==> src/design/ibios_pkg.sv <==
`default_nettype none
// ----------------------------------------------------------------------------
// Bucketed I/O statistics package
// Shared types and constants for the interval bucketed statistics core.
// ----------------------------------------------------------------------------
package ibios_pkg;

    localparam logic [1:0] CMD_READ    = 2'd0;
    localparam logic [1:0] CMD_WRITE   = 2'd1;
    localparam logic [1:0] CMD_READOUT = 2'd2;
    localparam logic [1:0] CMD_NONE    = 2'd3;

    localparam logic [0:0] CFG_INTERVAL = 1'd0;
    localparam logic [0:0] CFG_LIMIT    = 1'd1;

    localparam logic [47:0] INTERVAL_RESET = 48'd1000000;
    localparam logic [4:0]  LIMIT_RESET    = 5'd16;

    // Part of one bucket: statistics for one direction.
    typedef struct packed {
        logic [31:0] count;
        logic [63:0] dur_total;
        logic [47:0] dur_peak;
        logic [63:0] byte_total;
    } t_dir_stats;

    typedef struct packed {
        logic [47:0] stamp;
        t_dir_stats  rd;
        t_dir_stats  wr;
    } t_bucket;

    function automatic logic [63:0] sat_add_s(input logic [63:0] a, input logic [63:0] b);
        logic [63:0] r;
        r = a + b;
        if (a[63] == b[63] && r[63] != a[63]) begin
            r = a[63] ? 64'h8000_0000_0000_0000 : 64'h7FFF_FFFF_FFFF_FFFF;
        end
        return r;
    endfunction

    function automatic logic [63:0] sat_add_u(input logic [63:0] a, input logic [63:0] b);
        logic [64:0] r;
        r = {1'b0, a} + {1'b0, b};
        return r[64] ? {64{1'b1}} : r[63:0];
    endfunction

endpackage
`default_nettype wire

==> src/design/ibios_update.sv <==
`default_nettype none
// ----------------------------------------------------------------------------
// Bucket update
// Folds one access into one direction's statistics of a bucket or a fresh one.
// ----------------------------------------------------------------------------
module ibios_update
    import ibios_pkg::*;
(
    input  wire logic        i_fresh,
    input  wire t_bucket     i_old,
    input  wire logic        i_write,
    input  wire logic [47:0] i_start,
    input  wire logic [47:0] i_stop,
    input  wire logic [31:0] i_size,
    output t_bucket          o_new
);
    t_bucket    base;
    t_dir_stats d;
    t_dir_stats u;
    logic        neg;
    logic [47:0] dur;

    always_comb begin
        base = i_fresh ? '0 : i_old;
        if (i_fresh) begin
            base.stamp = i_stop;
        end
        d   = i_write ? base.wr : base.rd;
        neg = i_stop < i_start;
        dur = i_stop - i_start;
        u = d;
        if (!neg && dur > d.dur_peak) begin
            u.dur_peak = dur;
        end
        u.dur_total  = sat_add_s(d.dur_total, {{16{neg}}, dur});
        u.byte_total = sat_add_u(d.byte_total, {32'd0, i_size});
        if (d.count != 32'hFFFF_FFFF) begin
            u.count = d.count + 32'd1;
        end
        o_new = base;
        if (i_write) begin
            o_new.wr = u;
        end else begin
            o_new.rd = u;
        end
    end
endmodule
`default_nettype wire

==> config.mk <==
export PLATFORM = sky130hd
export DESIGN_NAME = ibios_update
export DESIGN_NICKNAME = d
export VERILOG_FILES = /design/src/design/ibios_pkg.sv /design/src/design/ibios_update.sv
export SDC_FILE = /design/constraint.sdc
export NUM_CORES = 1
export LEC_CHECK = 0
export BUFFER_PORTS_ARGS = -buffer_cell sky130_fd_sc_hd__buf_4
export CAP_MARGIN = 40
export CORE_AREA = 2 2 406 408
export DETAILED_ROUTE_END_ITERATION = 8
export DIE_AREA = 0 0 408 410
export GPL_TIMING_DRIVEN = 0
export PLACE_DENSITY_LB_ADDON = 0.08
export SETUP_SLACK_MARGIN = 0.5
export SLEW_MARGIN = 0
export SYNTH_ARGS = -nofsm -noshare
export SYNTH_HDL_FRONTEND = slang
export SYNTH_SLANG_ARGS = --single-unit
export TNS_END_PERCENT = 100
==> constraint.sdc <==
create_clock -name vclk -period 16.3
set_input_delay 1.63 -clock vclk [all_inputs]
set_output_delay 1.63 -clock vclk [all_outputs]
set_load 0.01 [all_outputs]
* Word level (Yosys, flattened, before mapping)
Cells that the tools add are included.
W data, S select, Z words.
** Cells by class
- $add $sub $neg :: 4
- Magnitude comparators :: 2
- Eq/ne operators :: 3
- Multiplexer cells :: 10
- Reduce and logical (&&, ||, !) cells :: 3
** Operators with widths (number)
- $mux W208 :: 3
- $mux W464 :: 1
- $mux W64 :: 3
- $mux W48 :: 2
- $add A64 B32 Y65 :: 1
- $add A64 B64 Y64 :: 1
- $gt A48 B48 Y1 :: 1
- $lt A48 B48 Y1 :: 1
- $sub A48 B48 Y48 :: 1
- $add A32 B1 Y32 const B :: 1
- $mux W32 :: 1
- $ne A32 B32 Y1 const B :: 1
- $logic_and A1 B1 Y1 :: 2
- $eq A1 B1 Y1 :: 1
- $logic_not A1 Y1 :: 1
- $ne A1 B1 Y1 :: 1
** Storage, ports and cells
- Bits in registers :: 0
- Output and inout bits :: 464

* Depth between registers and ports, before layout
Gate-level depths: netlist (run 1).
- Depth after elaboration :: 7
- Mapped depth :: 28

* Least setup slack after synthesis (run 1)
Ideal clock, no wire load.
- Path kind :: input -> output
- From :: input i_stop[0]
- To :: output o_new[100] (netlist name)
- Arrival time :: 6697 ps
- Slack :: 7973 ps
- Stages :: 25
- Path buffers :: 3
- Path through :: inv_1 -> ha_1 -> fa_1 -> nand2b_1 -> a21oi_1 -> o31ai_2 -> o21a_1 -> o21ai_1 -> a31oi_1 -> o31ai_1 -> a41oi_1 -> xor2_1 -> inv_1 -> ha_1 -> nand4_1 -> or2_2 -> or4_1 -> nor2_1 -> a2111oi_0 -> a21oi_1 -> nor2b_1 -> clkbuf_1 -> buf_4 -> buf_4 -> mux2i_1
** RTL lines
- start: declaration :: RTL line ibios_update.sv:13 : input wire logic [47:0] i_stop,
- end: declaration :: RTL line ibios_update.sv:15 : output t_bucket o_new

==> flow_summary_export.csv, run 1 <==
group,metric,value,unit
placed_design,detailed_placement_wirelength_estimate,187000,µm
floorplanning,initial_cell_density_of_the_core,12.5,%
clock_tree,cts.repair_timing.setup_buffer_count,0,
floorplanning,rows,149,
hold_path,timing.hold.worst_endpoint,"o_new[436]",
floorplanning,io_pins,1058,
worst_setup_path,slowest_stage,"sky130_fd_sc_hd__buf_2",
yosys,synth-warning-count,0,
worst_setup_path,cp_data_required_time,14.67,ns
global_route,antenna_found_initial,37,
worst_setup_path,criticalPathCategory,"in2out",
floorplanning,fp.dieW,408,µm
global_route,grt_pass1_wl,273000,µm
timing,report.final.slew_viol_count,0,
timing,hold_viol_final,0,
yosys,synth_area_per_cell,6.66,µm²
detailed_routing,detail_route.first_pass.iterations,5,
timing,grt_setup_unrepaired,"no",
final_layout,seq_cell_count,0,
yosys,post_synth_inst_count,3063,
final_layout,drive_above_1_share,31.9,%
job,cap_viol_max_count,0,
yosys,post-synth-top-area-cell,"sky130_fd_sc_hd__ha_1",
placed_design,place_congestion,0.939,
final_layout,stdcell_area,32000,µm²
yosys,synth_cell_type_count,90,
timing,worst_slew_margin_rel,36.4,%
clock_tree,cts.hold.buffers_added,0,
yosys,synth_largest_type_area_fraction,11.8,%
yosys,synthesis.nets,3853,
timing,layout_min_cycle_time,12.14,ns
timing,final_total_negative_setup_slack,0,ns
worst_setup_path,critPathMaxFanout,10,
final_layout,areaGrowthSynthToFinish,57.1,%
yosys,part_of_the_yosys_area_used_for_sequential_elements,0,%
global_route,gr-total-overflow,0,
placed_design,placed_area,32000,µm²
yosys,synth_area_leaders,"sky130_fd_sc_hd__ha_1 12%, sky130_fd_sc_hd__mux2i_1 10%, sky130_fd_sc_hd__nand2_1 7.6%, sky130_fd_sc_hd__a21oi_1 5.6%, sky130_fd_sc_hd__mux2_2 5.5%",
placed_design,number_of_port_buffers,1058,
yosys,synth_commonest_cells,"413 x sky130_fd_sc_hd__nand2_1, 233 x sky130_fd_sc_hd__nor2_1, 227 x sky130_fd_sc_hd__a21oi_1",
detailed_routing,wl_per_cell,32.8,µm
clock_tree,cts.repair.resized,0,
final_layout,register_area,0,µm²
detailed_routing,postRouteAntennaNets,0,
global_route,gr_util_all_layers,23.6,%
floorplanning,die_height,410,µm
outcome,status,"finished clean",
detailed_routing,remaining_drc_errors,0,
worst_setup_path,arrival,10.51,ns
floorplanning,floorplan.core_area,163000,µm²
timing,max_freq,82.4,MHz
hold_path,min_path_type,"in2out",
final_layout,clock_buffers,0,
yosys,post-synth-top-count-cell,"sky130_fd_sc_hd__nand2_1",
hold_path,holdCritStartpoint,"i_old[436]",
detailed_routing,num_vias,29400,
timing,worst-slew-pin-transition,0.955,ns
timing,timing.hold.ws,3.57,ns
global_route,grt_start_max_net_pins,16,
final_layout,layout.nets,4983,
timing,post-route-period-util,74.5,%
global_route,via_count_of_the_first_global_routing_pass,29500,
final_layout,num-fill-cells,18900,
detailed_routing,drt_iter0_markers,2251,
worst_setup_path,critical_path.endpoint_type,"primary output",
yosys,syn_area,20400,µm²
worst_setup_path,cp_slowest_stage_delay,0.65,ns
floorplanning,die_area,167000,µm²
detailed_routing,post_route_wl,209000,µm
timing,final-setup-viol-count,0,
hold_path,min_delay_path_depth,3,
detailed_routing,vias_per_cell,4.60,
final_layout,multi_input_area,18900,µm²
worst_setup_path,critical_path.startpoint_type,"input pin",
worst_setup_path,critPathMostFrequentCell,"sky130_fd_sc_hd__buf_2",
-- per-stage QoR --
stage	std cells	utilization [%]	setup slack, ns
floorplan	3063	-	7.97
global placement	6310	19.0	2.36
detailed placement	6380	19.6	3.76
CTS	6380	19.6	3.73
global route	6383	19.6	3.65
finish	6393	19.6	4.16
-- area by class of cell --
type                       instances  share of cell area [%]
antenna                           13                   0.102
buffer                           220                    3.12
timing repair buffer            1128                    27.6
multi-input combinational       2710                    59.0
inverter                         133                    1.56
tap                             2189                    8.55
-- worst max path at each step --
stage                          from         end  slack, ns  cells past startpoint
after floorplan           i_stop[0]  o_new[100]       7.97                     25
after global placement      i_fresh  o_new[143]       2.36                     24
after detailed placement    i_write  o_new[143]       3.76                     26
after CTS                   i_write  o_new[143]       3.73                     26
after global routing        i_write  o_new[143]       3.65                     26
final                       i_write  o_new[143]       4.16                     26
-- layer usage --
| metal | GRT usage, % | wire (µm) |
|---|---|---|
| met1 | 29.4 | 89300 |
| met2 | 42.7 | 104000 |
| met3 | 4.10 | 11800 |
| met4 | 3.59 | 4020 |
| met5 | 0 | 164 |
-- placed cells by master, fill, tap and decap left out, drive strengths merged, types with 17 or more instances in the layout --
cell type | netlist | final
a21o | 108 | 108
a21oi | 228 | 228
a221o | 91 | 91
a22o | 58 | 58
a22oi | 17 | 17
a31oi | 62 | 62
and2 | 24 | 24
and3 | 38 | 38
buf | 75 | 1202
clkbuf | 145 | 145
ha | 193 | 193
inv | 133 | 133
mux2 | 99 | 99
mux2i | 211 | 211
nand2 | 413 | 413
nand2b | 17 | 17
nand3 | 138 | 138
nand4 | 61 | 61
nor2 | 233 | 233
nor2b | 54 | 54
nor3 | 38 | 38
o211ai | 33 | 33
o21a | 25 | 25
o21ai | 156 | 156
o21bai | 29 | 29
o31ai | 18 | 18
xnor2 | 124 | 124
xor2 | 63 | 63
-- critical path, delay by kind of cell --
kind	cells	cell delay, ns
adder cells (fa/ha/maj)	1	0.41
AND/OR/NAND/NOR	5	1.16
AO/OA/AOI/OAI	6	1.95
buffers and inverters	13	4.56
multiplexers	1	0.65
-- kinds of logic (layout without fill, tap and decap cells) --
kind of cell	count (synthesis)	in the layout	share of synthesized area, %
adder cells (fa/ha/maj)	196	196	12.1
AO/OA/AOI/OAI	940	940	32.2
AND/OR/NAND/NOR	1077	1077	24.5
buffers and inverters	353	1481	7.29
XOR/XNOR	187	187	8.03
multiplexers	310	310	15.8
other	0	13	0
==> run 2, diff against run 1 <==
- CORE_AREA: 2 2 406 408 -> 2 2 416 418
- DIE_AREA: 0 0 408 410 -> 0 0 418 420
- clock period: 16.3 -> 10.3 ns (I/O delays scaled with it)
==> run 2 against run 1 <==
Via count shrank 1.2%. Cell area grew 0.64%. Utilization shrank 0.74 points. Critical endpoint is now o_new[138]. Hold slack lost 1.2 ns. Largest cell class unchanged. Non-clock buffer count grew 1. Highest routed layer unchanged. Count of clock-buffer cells in the layout is the same. Setup slack lost 3.4 ns. Global-route usage shrank 2.0 points.
==> flow_summary_export.csv, run 2 (synthesized netlist as in run 1, its figures left out) <==
group,metric,value,unit
global_route,grt_pass1_wl,265000,µm
worst_setup_path,cp_data_required_time,9.27,ns
global_route,via_count_of_the_first_global_routing_pass,30300,
job,cap_viol_max_count,0,
placed_design,placed_area,32000,µm²
floorplanning,die_height,420,µm
timing,worst_slew_margin_rel,30.2,%
detailed_routing,vias_per_cell,4.52,
hold_path,min_path_type,"in2out",
outcome,status,"finished clean",
worst_setup_path,slowest_stage,"sky130_fd_sc_hd__o21ai_0",
detailed_routing,remaining_drc_errors,0,
worst_setup_path,cp_slowest_stage_delay,0.60,ns
worst_setup_path,critPathMaxFanout,10,
detailed_routing,num_vias,29100,
detailed_routing,detail_route.first_pass.iterations,5,
placed_design,place_congestion,0.925,
final_layout,most_frequent_cells_in_the_layout,"1078 x sky130_fd_sc_hd__buf_4, 412 x sky130_fd_sc_hd__nand2_1, 232 x sky130_fd_sc_hd__nor2_1",
placed_design,detailed_placement_wirelength_estimate,178000,µm
global_route,gr_util_all_layers,21.6,%
floorplanning,fp.dieW,418,µm
timing,layout_min_cycle_time,9.54,ns
floorplanning,initial_cell_density_of_the_core,11.9,%
global_route,antenna_found_initial,26,
timing,hold_viol_final,0,
worst_setup_path,critical_path.endpoint_type,"primary output",
worst_setup_path,arrival,8.51,ns
worst_setup_path,critical_path_buf_inv_count,13,
clock_tree,cts.hold.buffers_added,0,
detailed_routing,wl_per_cell,31.4,µm
timing,worst-slew-pin-transition,1.04,ns
final_layout,clock_buffers,0,
detailed_routing,postRouteAntennaNets,0,
final_layout,areaGrowthSynthToFinish,58.1,%
global_route,grt_start_max_net_pins,16,
final_layout,register_area,0,µm²
worst_setup_path,critical_path.startpoint_type,"input pin",
final_layout,stdcell_area,32200,µm²
timing,post-route-period-util,92.6,%
floorplanning,rows,152,
global_route,gr-total-overflow,0,
worst_setup_path,criticalPathCategory,"in2out",
final_layout,layout.nets,4984,
placed_design,number_of_port_buffers,1058,
final_layout,drive_above_1_share,32.6,%
final_layout,num-fill-cells,19700,
floorplanning,floorplan.core_area,171000,µm²
floorplanning,die_area,176000,µm²
detailed_routing,post_route_wl,202000,µm
final_layout,final_common_cell,"sky130_fd_sc_hd__buf_4",
timing,report.final.slew_viol_count,0,
timing,grt_setup_unrepaired,"yes",
worst_setup_path,critPathMostFrequentCell,"sky130_fd_sc_hd__buf_4",
detailed_routing,drt_iter0_markers,1953,
worst_setup_path,cp_delay_by_family_top,"buffers and inverters",
timing,timing.hold.ws,2.36,ns
final_layout,seq_cell_count,0,
timing,final-setup-viol-count,0,
floorplanning,io_pins,1058,
timing,max_freq,105,MHz
[run 2: cell count changes in the layout (fill, tap and decap cells not counted), sizes merged]
cell,change
buf,-1
clkdlybuf4s18,+1
diode,-5
clkdlybuf4s15,+1
[run 2: cell type report]
| type | count | area, µm² | share of cell area [%] |
|---|---|---|---|
| Timing Repair Buffer | 1129 | 8880 | 27.6 |
| Antenna cell | 8 | 20.0 | 0.0621 |
| Multi-Input combinational cell | 2710 | 19000 | 58.9 |
| Tap cell | 2233 | 2790 | 8.67 |
| Buffer | 220 | 1050 | 3.27 |
| Inverter | 133 | 499 | 1.55 |
[run 2: repair_timing]
item                       in CTS  in global routing
setup endpoints to repair     277                 60
pin swaps                       1                  0
setup buffers                   3                  0
resized for setup              36                 10
[run 2: tightest hold or removal path: stages]
cell and delay (ns):
sky130_fd_sc_hd__buf_4 0.09, sky130_fd_sc_hd__a31oi_1 0.07, sky130_fd_sc_hd__buf_4 0.14
[run 2: final timing paths]
| check | cells past startpoint | slack, ns | to | start |
|---|---|---|---|---|
| max | 26 | 0.76 | o_new[138] | i_write |
| min | 3 | 2.36 | o_new[270] | i_old[270] |
[run 2: per-stage QoR]
stage | worst slack, ns | utilization, % | std cells | setup TNS [ns]
CTS | 0.520 | 18.8 | 6424 | 0
floorplan | 3.17 | - | 3063 | 0
finish | 0.760 | 18.8 | 6433 | 0
global route | 0.454 | 18.8 | 6430 | 0
global placement | -2.31 | 18.2 | 6354 | -477.54
detailed placement | -1.07 | 18.7 | 6421 | -141.90
[run 2: per-layer routing]
layer	share of wire (%)	wire [µm]	global-route usage, %	up-vias
li1	-	-	-	13600
met1	40	81600	25.8	14300
met5	0.043	86	0	-
met3	4.2	8420	1.96	122
met2	53	107000	41.5	1057
met4	2.3	4590	4.17	12
==> run 3, diff against run 2 <==
- CORE_AREA: 2 2 416 418 -> 2 2 411 413
- DIE_AREA: 0 0 418 420 -> 0 0 413 415
==> run 3 against run 2 <==
Global-route usage rose by 1.6 points. Setup slack got worse by 0.049 ns. Fmax fell by 0.51%. First-iteration DRC count rose by 20%. Critical path depth fell by 4. Sequential cell count did not move. Cell area barely moved. Sequential share of layout area did not move. Count of clock-buffer cells in the layout did not move. Routed wire length rose by 4.5%. Cell count fell by 0.22%. Via count rose by 1.1%.
==> flow_summary_export.csv, run 3 (synthesized netlist as in run 1, its figures left out) <==
group,metric,value,unit
outcome,status,"finished clean",
timing,max_freq,104,MHz
final_layout,drive_above_1_share,32.5,%
timing,timing.hold.ws,2.37,ns
timing,worst_slew_margin_rel,33.1,%
global_route,grt_pass1_wl,273000,µm
final_layout,register_area,0,µm²
timing,report.final.slew_viol_count,0,
worst_setup_path,critical_path.endpoint_type,"primary output",
timing,final-setup-viol-count,0,
timing,hold_viol_final,0,
final_layout,final_common_cell,"sky130_fd_sc_hd__buf_4",
placed_design,preCtsSetupSlack,-1.68,ns
detailed_routing,postRouteAntennaNets,0,
final_layout,layout.nets,4985,
floorplanning,die_area,171000,µm²
floorplanning,fp.dieW,413,µm
timing,worst-slew-pin-transition,0.996,ns
worst_setup_path,criticalPathCategory,"in2out",
floorplanning,initial_cell_density_of_the_core,12.2,%
detailed_routing,drt_iter0_markers,2349,
detailed_routing,num_vias,29400,
detailed_routing,post_route_wl,211000,µm
placed_design,dpl.cell_count,6393,
final_layout,areaGrowthSynthToFinish,57.9,%
floorplanning,io_pins,1058,
detailed_routing,detail_route.first_pass.iterations,6,
job,cap_viol_max_count,0,
detailed_routing,top_layer,"met5",
timing,grt_setup_unrepaired,"yes",
worst_setup_path,slowest_stage,"sky130_fd_sc_hd__a221oi_2",
global_route,antenna_found_initial,51,
placed_design,place_congestion,0.923,
floorplanning,die_height,415,µm
final_layout,clock_buffers,0,
worst_setup_path,critPathMaxFanout,10,
final_layout,most_frequent_cells_in_the_layout,"1082 x sky130_fd_sc_hd__buf_4, 413 x sky130_fd_sc_hd__nand2_1, 232 x sky130_fd_sc_hd__nor2_1",
detailed_routing,m1WireLength,86900,µm
detailed_routing,wl_per_cell,32.8,µm
detailed_routing,remaining_drc_errors,0,
worst_setup_path,arrival,8.56,ns
worst_setup_path,cp_data_required_time,9.27,ns
global_route,gr_util_all_layers,23.2,%
global_route,via_count_of_the_first_global_routing_pass,29600,
final_layout,post_layout_nonfiller_instances,6419,
global_route,gr-total-overflow,0,
timing,post-route-period-util,93.1,%
final_layout,seq_cell_count,0,
detailed_routing,routed-wl-met3,15200,µm
placed_design,number_of_port_buffers,1058,
timing,layout_min_cycle_time,9.59,ns
worst_setup_path,critPathMostFrequentCell,"sky130_fd_sc_hd__buf_4",
floorplanning,floorplan.core_area,167000,µm²
floorplanning,rows,150,
timing,setup_ws,0.711,ns
placed_design,detailed_placement_wirelength_estimate,187000,µm
worst_setup_path,critical_path_cell_by_cell,"buf_4, buf_4, buf_4, buf_2, buf_4, buf_2, clkbuf_2, buf_4, mux2i_2, nor2_1, fa_1, a21oi_1, o211ai_1, a221oi_2, o2111ai_1, a31oi_4, nor3_1, a31oi_1, xnor2_1, a21oi_1, o21ai_0, buf_4",
timing,final_total_negative_setup_slack,0,ns
detailed_routing,route.met2.wl,103000,µm
final_layout,num-fill-cells,19300,
detailed_routing,vias_per_cell,4.58,
worst_setup_path,cp_slowest_stage_delay,0.57,ns
global_route,grt_start_max_net_pins,16,
hold_path,min_path_type,"in2out",
worst_setup_path,critical_path.startpoint_type,"input pin",
run 3: cell count changes in the layout (fill, tap and decap cells not counted), sizes merged:
cell,delta
buf,+4
clkdlybuf4s15,-2
clkdlybuf4s18,-1
diode,+14
run 3: worst paths after layout:
path	start	end	slack [ns]	cells after the start
worst max-delay path	i_write	o_new[362]	0.71	22
worst min-delay path	i_old[436]	o_new[436]	2.37	3
run 3: area by class of cell:
type | instances | area [µm²] | share of cell area [%]
Antenna cell | 22 | 55.1 | 0.171
Multi-Input combinational cell | 2710 | 19000 | 59.0
Inverter | 133 | 499 | 1.55
Buffer | 220 | 1050 | 3.26
Timing Repair Buffer | 1130 | 8820 | 27.4
Tap cell | 2204 | 2760 | 8.56
run 3: worst max-delay path: cells and delay by family:
kind | cells | cell delay, ns
AO/OA/AOI/OAI | 8 | 3.00
buffers and inverters | 9 | 2.88
AND/OR/NAND/NOR | 2 | 0.34
XOR/XNOR | 1 | 0.28
multiplexers | 1 | 0.45
adder cells (fa/ha/maj) | 1 | 0.50
run 3: metal layers:
layer / vias up / track usage, %
li1: 13600 / -
met1: 14400 / 28.5
met2: 1206 / 40.8
met3: 152 / 5.12
met4: 40 / 5.14
met5: - / 0
run 3: metrics by stage:
step / utilization, % / instance area, µm²
after global placement: 18.7 / 31100
after CTS: 19.3 / 32100
after global routing: 19.3 / 32200
after detailed placement: 19.2 / 31900
final: 19.3 / 32200
after floorplan: - / 20400
run 3: what timing repair did:
item / in CTS / in global routing
pin swaps: 1 / 0
hold buffers: 0 / 0
setup endpoints to repair: 347 / 31
gates resized for setup: 40 / 5
buffers inserted: 3 / 1
